<file path="config.mk">
export PLATFORM = sky130hd
export DESIGN_NAME = pinned_fifo_store
export DESIGN_NICKNAME = d
export VERILOG_FILES = /design/src/hdl/pfs_pkg.sv /design/src/hdl/pinned_fifo_store.sv /design/src/hdl/pfs_cell.sv
export SDC_FILE = /design/constraint.sdc
export NUM_CORES = 2
export LEC_CHECK = 0
export BUFFER_PORTS_ARGS = -buffer_cell sky130_fd_sc_hd__buf_2
export CELL_PAD_IN_SITES_DETAIL_PLACEMENT = 1
export CELL_PAD_IN_SITES_GLOBAL_PLACEMENT = 2
export CORE_MARGIN = 5
export CORE_UTILIZATION = 35
export DETAILED_ROUTE_END_ITERATION = 7
export PLACE_DENSITY = 0.65
export SYNTH_ARGS = -nofsm -noshare
export SYNTH_HDL_FRONTEND = slang
export SYNTH_SLANG_ARGS = --single-unit
</file>
<file path="constraint.sdc">
create_clock -name clock -period 9.5 [get_ports clock]
set_input_delay 2.85 -clock clock [delete_from_list [all_inputs] [get_ports clock]]
set_output_delay 2.85 -clock clock [all_outputs]
set_load 0.02 [all_outputs]
</file>
<file path="src/hdl/pfs_pkg.sv">
// Shared types and codes for the pinned FIFO store.
package pfs_pkg;

   // Operation codes carried by req_mode.
   typedef enum logic [1:0] {
      MODE_PUT   = 2'd0,
      MODE_FIND  = 2'd1,
      MODE_CLEAR = 2'd2,
      MODE_NOP   = 2'd3
   } mode_type;

   // Result codes carried by rsp_status.
   typedef enum logic [2:0] {
      STATUS_OK        = 3'd0,
      STATUS_EMPTY_ID  = 3'd1,
      STATUS_EXCEEDS   = 3'd2,
      STATUS_PINNED    = 3'd3,
      STATUS_NOT_FOUND = 3'd4
   } status_type;

   // Configuration register indexes.
   localparam logic CSR_MAX_ENTRIES = 1'b0;
   localparam logic CSR_MAX_BYTES   = 1'b1;

   typedef enum logic [2:0] {
      S_IDLE,
      S_MATCH,
      S_SCAN,
      S_CHECK,
      S_COMMIT
   } fsm_state_type;

   // Control broadcast from the sequencer to every cell of the chain.
   typedef struct packed {
      logic rotate;   // whole chain moves one place towards the head
      logic remove;   // cells at and above the oldest marked entry close the gap
      logic mark;     // load the evict marks from the key comparison
      logic append;   // the selected cell takes the new entry
   } cell_ctl_type;

endpackage

</file>
<file path="src/hdl/pinned_fifo_store.sv">
// Top level of the pinned FIFO store: sequencer and chain of storage cells.
//
// A command is taken when start is high and busy is low; its single result
// appears on the rsp_ ports for one cycle with rsp_strobe high and cannot be
// held off, so the receiver must take it then. Find, clear and the no-op mode
// are answered after the key match, as is a put refused for an empty id or an
// oversized entry. A put that succeeds goes on past the match: the entries
// rotate once through the chain head, one a cycle, to decide which are
// evicted, and the removals then close their gaps one at a time before the
// new entry is appended. A put refused because only pinned entries are left
// ends after the rotation and changes nothing.
// Configuration writes are taken at any time but belong in idle periods.
module pinned_fifo_store
   import pfs_pkg::*;
#(
   parameter int DEPTH    = 16,
   parameter int KEY_BITS = 32
) (
   input  logic        clock,
   input  logic        reset,
   input  logic        start,
   output logic        busy,
   input  logic [1:0]  req_mode,
   input  logic [31:0] req_key,
   input  logic [31:0] req_size,
   input  logic [15:0] req_pin_mask,
   output logic        rsp_strobe,
   output logic [2:0]  rsp_status,
   output logic [31:0] rsp_found_size,
   output logic [4:0]  rsp_evicted_count,
   output logic [4:0]  rsp_entry_count,
   output logic [31:0] rsp_used_bytes,
   input  logic        csr_write_enable,
   input  logic        csr_index,
   input  logic [31:0] csr_write_data
);

   localparam int CW  = $clog2(DEPTH + 1);
   localparam int PW  = $clog2(DEPTH);
   localparam int CMW = (CW > 5) ? CW : 5;
   localparam int PMW = (DEPTH > 16) ? DEPTH : 16;

   fsm_state_type state_ff, state_in;

   logic [1:0]          mode_ff, mode_in;
   logic [KEY_BITS-1:0] key_ff, key_in;
   logic [31:0]         size_ff, size_in;
   logic [15:0]         pins_ff, pins_in;
   logic [4:0]          max_entries_ff;
   logic [31:0]         max_bytes_ff;
   logic [CW-1:0]       held_ff, held_in;
   logic [31:0]         total_ff, total_in;
   logic [31:0]         wt_ff, wt_in;
   logic                neg_ff, neg_in;
   logic [CW-1:0]       n_ff, n_in;
   logic [CW-1:0]       removed_ff, removed_in;
   logic [PW-1:0]       pos_ff, pos_in;
   logic [31:0]         lim_ff, lim_in;

   logic        rsp_strobe_ff, rsp_strobe_in;
   logic [2:0]  rsp_status_ff, rsp_status_in;
   logic [31:0] rsp_found_ff, rsp_found_in;
   logic [4:0]  rsp_evicted_ff, rsp_evicted_in;
   logic [4:0]  rsp_count_ff, rsp_count_in;
   logic [31:0] rsp_used_ff, rsp_used_in;

   cell_ctl_type ctl;

   logic [KEY_BITS-1:0] c_key  [DEPTH];
   logic [31:0]         c_size [DEPTH];
   logic [DEPTH-1:0]    c_gone, c_eq, c_del, c_load, match_vec;
   logic                head_gone_new;

   logic [31:0]    sel_size;
   logic [CMW-1:0] me_ext, cap;
   logic           need, evict, any_match;
   logic [PMW-1:0] pins_ext;
   logic [DEPTH-1:0] pin_vec;
   logic [32:0]    dup_diff, scan_diff;

   // ---------------------------------------------------------------- chain
   for (genvar i = 0; i < DEPTH; i++) begin : g_cell
      logic [KEY_BITS-1:0] nb_key;
      logic [31:0]         nb_size;
      logic                nb_gone;

      if (i < DEPTH - 1) begin : g_mid
         assign nb_key  = c_key[i+1];
         assign nb_size = c_size[i+1];
         assign nb_gone = c_gone[i+1];
      end else begin : g_last
         // The tail takes the head back on rotation; on removal it keeps its
         // own contents, now unused, with the mark cleared.
         assign nb_key  = ctl.rotate ? c_key[0]  : c_key[DEPTH-1];
         assign nb_size = ctl.rotate ? c_size[0] : c_size[DEPTH-1];
         assign nb_gone = ctl.rotate ? head_gone_new : 1'b0;
      end

      if (i == 0) begin : g_del0
         assign c_del[i] = c_gone[i];
      end else begin : g_deln
         assign c_del[i] = c_del[i-1] | c_gone[i];
      end

      assign c_load[i]    = (n_ff == CW'(i));
      assign match_vec[i] = c_eq[i] && (CW'(i) < held_ff);

      pfs_cell #(
         .KEY_BITS (KEY_BITS)
      ) u_cell (
         .clock     (clock),
         .ctl       (ctl),
         .shift_sel (c_del[i]),
         .load_sel  (c_load[i]),
         .mark_val  (match_vec[i]),
         .cmp_key   (key_ff),
         .nb_key    (nb_key),
         .nb_size   (nb_size),
         .nb_gone   (nb_gone),
         .new_key   (key_ff),
         .new_size  (size_ff),
         .key       (c_key[i]),
         .size      (c_size[i]),
         .gone      (c_gone[i]),
         .key_eq    (c_eq[i])
      );
   end

   // Keys are unique in the store, so at most one cell matches.
   always_comb begin
      sel_size = '0;
      for (int i = 0; i < DEPTH; i++) begin
         if (match_vec[i]) begin
            sel_size = sel_size | c_size[i];
         end
      end
   end

   assign any_match = |match_vec;
   assign me_ext    = CMW'(max_entries_ff);
   assign cap       = (me_ext > CMW'(DEPTH)) ? CMW'(DEPTH) : me_ext;
   assign need      = (CMW'(n_ff) >= cap) || neg_ff || (wt_ff > lim_ff);
   assign pins_ext  = PMW'(pins_ff);
   assign pin_vec   = pins_ext[DEPTH-1:0];
   assign evict     = (CW'(pos_ff) < held_ff) && !c_gone[0] && !pin_vec[pos_ff] && need;
   assign head_gone_new = c_gone[0] | evict;
   assign dup_diff  = {1'b0, total_ff} - {1'b0, sel_size};
   assign scan_diff = {1'b0, wt_ff} - {1'b0, c_size[0]};

   // ---------------------------------------------------------- next state
   always_comb begin
      state_in = state_ff;
      case (state_ff)
         S_IDLE: begin
            if (start) state_in = S_MATCH;
         end
         S_MATCH: begin
            if ((mode_ff == MODE_PUT) && (key_ff != '0) && (cap != '0)
                && (size_ff <= max_bytes_ff)) begin
               state_in = S_SCAN;
            end else begin
               state_in = S_IDLE;
            end
         end
         S_SCAN: begin
            if (pos_ff == PW'(DEPTH - 1)) state_in = S_CHECK;
         end
         S_CHECK: begin
            state_in = need ? S_IDLE : S_COMMIT;
         end
         S_COMMIT: begin
            if (!(|c_gone)) state_in = S_IDLE;
         end
         default: state_in = S_IDLE;
      endcase
   end

   // ------------------------------------------------------------- outputs
   always_comb begin
      ctl            = '0;
      mode_in        = mode_ff;
      key_in         = key_ff;
      size_in        = size_ff;
      pins_in        = pins_ff;
      held_in        = held_ff;
      total_in       = total_ff;
      wt_in          = wt_ff;
      neg_in         = neg_ff;
      n_in           = n_ff;
      removed_in     = removed_ff;
      pos_in         = pos_ff;
      lim_in         = lim_ff;
      rsp_strobe_in  = 1'b0;
      rsp_status_in  = rsp_status_ff;
      rsp_found_in   = rsp_found_ff;
      rsp_evicted_in = rsp_evicted_ff;
      rsp_count_in   = rsp_count_ff;
      rsp_used_in    = rsp_used_ff;

      case (state_ff)
         S_IDLE: begin
            if (start) begin
               mode_in = req_mode;
               key_in  = KEY_BITS'(req_key);
               size_in = req_size;
               pins_in = req_pin_mask;
            end
         end
         S_MATCH: begin
            rsp_status_in  = STATUS_OK;
            rsp_found_in   = '0;
            rsp_evicted_in = '0;
            rsp_count_in   = 5'(held_ff);
            rsp_used_in    = total_ff;
            case (mode_ff)
               MODE_PUT: begin
                  if (key_ff == '0) begin
                     rsp_strobe_in = 1'b1;
                     rsp_status_in = STATUS_EMPTY_ID;
                  end else if ((cap == '0) || (size_ff > max_bytes_ff)) begin
                     rsp_strobe_in = 1'b1;
                     rsp_status_in = STATUS_EXCEEDS;
                  end else begin
                     // An older entry with the same key goes first.
                     ctl.mark   = 1'b1;
                     wt_in      = any_match ? dup_diff[31:0] : total_ff;
                     neg_in     = any_match & dup_diff[32];
                     n_in       = held_ff - CW'(any_match);
                     removed_in = CW'(any_match);
                     lim_in     = max_bytes_ff - size_ff;
                     pos_in     = '0;
                  end
               end
               MODE_FIND: begin
                  rsp_strobe_in = 1'b1;
                  if ((key_ff != '0) && any_match) begin
                     rsp_found_in = sel_size;
                  end else begin
                     rsp_status_in = STATUS_NOT_FOUND;
                  end
               end
               MODE_CLEAR: begin
                  rsp_strobe_in = 1'b1;
                  held_in       = '0;
                  total_in      = '0;
                  rsp_count_in  = '0;
                  rsp_used_in   = '0;
               end
               default: begin
                  rsp_strobe_in = 1'b1;
               end
            endcase
         end
         S_SCAN: begin
            // The entry at the head is the one at age position pos_ff.
            ctl.rotate = 1'b1;
            pos_in     = pos_ff + 1'b1;
            if (evict) begin
               wt_in      = scan_diff[31:0];
               neg_in     = neg_ff | scan_diff[32];
               n_in       = n_ff - 1'b1;
               removed_in = removed_ff + 1'b1;
            end
         end
         S_CHECK: begin
            if (need) begin
               rsp_strobe_in  = 1'b1;
               rsp_status_in  = STATUS_PINNED;
               rsp_found_in   = '0;
               rsp_evicted_in = '0;
               rsp_count_in   = 5'(held_ff);
               rsp_used_in    = total_ff;
            end
         end
         S_COMMIT: begin
            if (|c_gone) begin
               ctl.remove = 1'b1;
            end else begin
               ctl.append     = 1'b1;
               held_in        = CW'(n_ff + 1'b1);
               total_in       = wt_ff + size_ff;
               rsp_strobe_in  = 1'b1;
               rsp_status_in  = STATUS_OK;
               rsp_found_in   = '0;
               rsp_evicted_in = 5'(removed_ff);
               rsp_count_in   = 5'(CW'(n_ff + 1'b1));
               rsp_used_in    = wt_ff + size_ff;
            end
         end
         default: begin
         end
      endcase
   end

   // ----------------------------------------------------------- registers
   always_ff @(posedge clock) begin
      if (reset) begin
         state_ff       <= S_IDLE;
         held_ff        <= '0;
         total_ff       <= '0;
         rsp_strobe_ff  <= 1'b0;
         max_entries_ff <= 5'd16;
         max_bytes_ff   <= '1;
      end else begin
         state_ff      <= state_in;
         held_ff       <= held_in;
         total_ff      <= total_in;
         rsp_strobe_ff <= rsp_strobe_in;
         if (csr_write_enable) begin
            case (csr_index)
               CSR_MAX_ENTRIES: max_entries_ff <= csr_write_data[4:0];
               CSR_MAX_BYTES:   max_bytes_ff   <= csr_write_data;
               default: begin
               end
            endcase
         end
      end
   end

   always_ff @(posedge clock) begin
      mode_ff        <= mode_in;
      key_ff         <= key_in;
      size_ff        <= size_in;
      pins_ff        <= pins_in;
      wt_ff          <= wt_in;
      neg_ff         <= neg_in;
      n_ff           <= n_in;
      removed_ff     <= removed_in;
      pos_ff         <= pos_in;
      lim_ff         <= lim_in;
      rsp_status_ff  <= rsp_status_in;
      rsp_found_ff   <= rsp_found_in;
      rsp_evicted_ff <= rsp_evicted_in;
      rsp_count_ff   <= rsp_count_in;
      rsp_used_ff    <= rsp_used_in;
   end

   assign busy              = (state_ff != S_IDLE);
   assign rsp_strobe        = rsp_strobe_ff;
   assign rsp_status        = rsp_status_ff;
   assign rsp_found_size    = rsp_found_ff;
   assign rsp_evicted_count = rsp_evicted_ff;
   assign rsp_entry_count   = rsp_count_ff;
   assign rsp_used_bytes    = rsp_used_ff;

endmodule

</file>
<file path="src/hdl/pfs_cell.sv">
// One storage cell of the chain: a key, a size and an evict mark.
module pfs_cell
   import pfs_pkg::*;
#(
   parameter int KEY_BITS = 32
) (
   input  logic                clock,
   input  cell_ctl_type        ctl,
   input  logic                shift_sel,
   input  logic                load_sel,
   input  logic                mark_val,
   input  logic [KEY_BITS-1:0] cmp_key,
   input  logic [KEY_BITS-1:0] nb_key,
   input  logic [31:0]         nb_size,
   input  logic                nb_gone,
   input  logic [KEY_BITS-1:0] new_key,
   input  logic [31:0]         new_size,
   output logic [KEY_BITS-1:0] key,
   output logic [31:0]         size,
   output logic                gone,
   output logic                key_eq
);

   logic [KEY_BITS-1:0] key_ff;
   logic [31:0]         size_ff;
   logic                gone_ff;

   always_ff @(posedge clock) begin
      if (ctl.rotate || (ctl.remove && shift_sel)) begin
         key_ff  <= nb_key;
         size_ff <= nb_size;
         gone_ff <= nb_gone;
      end else if (ctl.append && load_sel) begin
         key_ff  <= new_key;
         size_ff <= new_size;
         gone_ff <= 1'b0;
      end else if (ctl.mark) begin
         gone_ff <= mark_val;
      end
   end

   assign key    = key_ff;
   assign size   = size_ff;
   assign gone   = gone_ff;
   assign key_eq = (key_ff == cmp_key);

endmodule

</file>
==> qor.yml <==
synthCells: 6161
critPathLaunchType: "flip-flop"
num_vias: 53200
fp.dieArea_um2: 213000
drc: 1
worstHoldStart: "max_bytes_ff[28]$_SDFFE_PP1P_"
layout_setup_ws_ns: 1.84
path_class: "flip-flop to flip-flop"
postCtsHoldBufs: 0
leakage_nw: 28.0
report.final.slew_viol_count: 0
layout-drive-gt1-share: 0.182
cp-end-kind: "flip-flop"
wire_per_inst_um: 33.0
drtIter0Drc: 6333
place_congestion: 0.886
crit_required_ns: 10.05
syn_to_final_growth_pct: 13.4
hold_viol_final: 0
clock-sinks: 1356
grt_overflow_total: 0
root_buffer: "clkbuf_16"
max-vdd-ir-drop_mv: 0.198
syn_nets: 6461
cts_made_buffers: 163
grt_usage: 0.274
grt_pass1_vias: 52600
die_h_um: 461
io_buffers: 197
synth_edf_count: 1278
avgSynthCellArea_um2: 11.6
grt_antenna_before_repair: 23
timing.setup.tns_ns: 0
viasPerCell: 5.87
hpwl_um: 207000
max-cap-violations: 0
cts_max_level: 4
post-cts-setup-buffers: 0
p_total_w: 0.0145
outcome: "finished with violations"
grt_max_degree: 100
io_pins: 198
finalCritPeriodShare: 0.806
worst_r2r_endpoint: "wt_ff[28]$_DFFE_PP_"
ys.flop_type: "edfxtp_1"
r2r-start: "held_ff[1]$_SDFFE_PP0P_"
power.density_nw_per_um2: 180
dpl_worst_slack_ns: 1.97
slew_headroom: 0.0688
cts_buffer_depth: 3
failed_checks: "design-rule violations"
drtPass1Iterations: 8
finalSetupViolations: 0
die_x_um: 461
worstMarginPinSlew_ns: 1.39
worst-path-max-fanout: 21
synth_top_area_share: 0.538
clkTransAtPathRegs_ns: 0.06
ys_ff_latch: 1356
async_flop_share: 0
start_util: 0.352
layout_min_cycle_time_ns: 7.66
crit_start: "held_ff[1]$_SDFFE_PP0P_"
cts_resized: 0
ys_seq_area_frac: 0.560
rows: 165
r2r_cells: 19
synth_cell_type_count: 77
core-area_um2: 203000
nNetsFinal: 6532
crit_end: "wt_ff[28]$_DFFE_PP_"
rsz0062_at_grt: "false"
antenna_left: 0
reg2reg_slack_ns: 1.84
grt_first_pass_wirelength_um: 414000
netlist_area_um2: 71300
synth.top_cells.by_area: "edfxtp_1 (54%), mux2_2 (7.4%), xor2_1 (5.2%)"
clk_latency_ns: 0.83
wl_um: 299000
hold_path_class: "flip-flop to flip-flop"
finalClockSkew_ns: 0.0437
ys_warn_count: 0
yosys.area.top_type: "edfxtp_1"
crit_arrival_ns: 8.21
fmax_mhz: 131
cts_tree: "done"
==> placed cells by master (no fill, tap or decap), types with 12 or more instances in the layout <==
cell type,synthesis,routed
edfxtp_1,1278,1278
mux2_2,470,470
clkbuf_16,0,168
a221oi_1,25,25
xor2_1,424,424
xnor2_1,203,203
o21bai_1,22,22
or3_1,14,14
clkbuf_1,360,37
buf_2,65,196
a21oi_1,150,149
mux2_4,20,20
o21ai_0,576,575
nor2b_1,21,21
a31oi_1,23,23
nor4_1,116,106
a22o_1,50,49
nand2b_1,30,29
o21a_1,18,18
bufinv_16,0,12
a211o_1,41,41
a21o_1,67,66
nand4_1,91,91
a222oi_1,34,34
nor2_1,219,218
and3_1,50,49
mux2i_1,28,28
a22oi_1,161,160
clkinv_1,0,36
a211oi_1,37,31
dfxtp_1,78,78
ha_1,177,177
inv_1,152,140
nand3_1,106,106
clkinv_2,0,33
o211ai_1,13,13
nor3_1,42,40
nand2_1,842,834
buf_4,0,151
==> Yosys cell counts, drive strengths merged (106+ instances only) <==
library cell  instances
edfxtp             1278
nand2               843
o21ai               587
mux2                490
xor2                424
clkbuf              360
nor2                219
xnor2               203
ha                  177
a22oi               161
a21oi               152
inv                 152
nor4                116
nand3               106
==> area by class of cell <==
type / instances / area, µm²
Antenna cell: 8 / 20.0
Clock buffer: 211 / 4430
Clock inverter: 92 / 825
Fill cell: 21400 / 122000
Inverter: 152 / 586
Multi-Input combinational cell: 4201 / 29400
Sequential cell: 1356 / 39900
Tap cell: 2672 / 3340
Timing Repair Buffer: 358 / 2330
==> routing by layer <==
metal  wire length (µm)  global-route usage  vias up
met5                 69                   0        -
met4               7460              0.0676       10
met3              29400              0.0694      386
met2             125000               0.399     2425
met1             138000               0.407    27400
li1                   -                   -    22900
==> registers in the layout (all words and copies together), names as in the netlist, 16 cells and up <==
name and count:
key_ff 32, g_cell.u_cell.gone 16, g_cell.u_cell.size 512, g_cell.u_cell.key 512, wt_ff 32, total_ff 32
max_bytes_ff 32, size_ff 32, pin_vec 16, rsp_used_bytes 32, rsp_found_size 32, lim_ff 32
==> how the worst min path moves through the flow <==
stage	endpoint	slack [ns]	cells after the start
finish	max_bytes_ff[28]$_SDFFE_PP1P_	0.47	1
global route	max_bytes_ff[0]$_SDFFE_PP1P_	0.49	1
CTS	max_bytes_ff[28]$_SDFFE_PP1P_	0.48	1
detailed placement	max_bytes_ff[28]$_SDFFE_PP1P_	0.46	1
global placement	max_bytes_ff[0]$_SDFFE_PP1P_	0.45	1
floorplan	max_bytes_ff[0]$_SDFFE_PP1P_	0.44	1
==> cells by family (layout without fill, tap and decap cells) <==
family | count (synthesis) | after routing | synth area share
multiplexers | 523 | 523 | 0.0839
buffers and inverters | 604 | 813 | 0.0332
AO/OA/AOI/OAI | 1299 | 1299 | 0.115
adder cells (fa/ha/maj) | 181 | 181 | 0.0322
other | 0 | 8 | 0
XOR/XNOR | 627 | 627 | 0.0770
flip-flops | 1356 | 1356 | 0.560
AND/OR/NAND/NOR | 1571 | 1571 | 0.0987
==> worst max-delay path: stages, from the launching register on <==
cell	delay [ns]
dfxtp_1	0.47
inv_1	0.57
nand2_1	0.41
o311ai_0	1.04
nor4_2	0.18
buf_4	0.38
a222oi_1	0.41
nand3_1	0.12
a211oi_1	0.82
ha_1	0.43
o21ai_0	0.25
o21a_1	0.19
o31ai_1	0.11
a31o_2	0.28
a2111oi_0	0.73
nor3_1	0.24
a311oi_1	0.37
xnor2_1	0.11
mux2i_1	0.14
mux2i_1	0.09
==> report_power, final <==
| group | switching [W] | total [W] | internal [W] | leakage (nW) |
|---|---|---|---|---|
| clock | 0.00272 | 0.00634 | 0.00362 | 2.55 |
| sequential | 0.000155 | 0.00688 | 0.00672 | 12.2 |
| combinational | 0.000843 | 0.00133 | 0.000488 | 13.2 |
| total | 0.00372 | 0.0145 | 0.0108 | 28.0 |
==> per-stage QoR <==
step	cell area [µm²]	utilization	cells	hold slack (ns)
after floorplan	71300	-	6161	0.435
after global placement	75600	0.373	8739	0.452
after detailed placement	75600	0.373	8739	0.459
after CTS	80800	0.399	9042	0.476
after global routing	80800	0.399	9043	0.489
final	80900	0.399	9050	0.469
No activity file was read; power rests on OpenSTA's default activity.
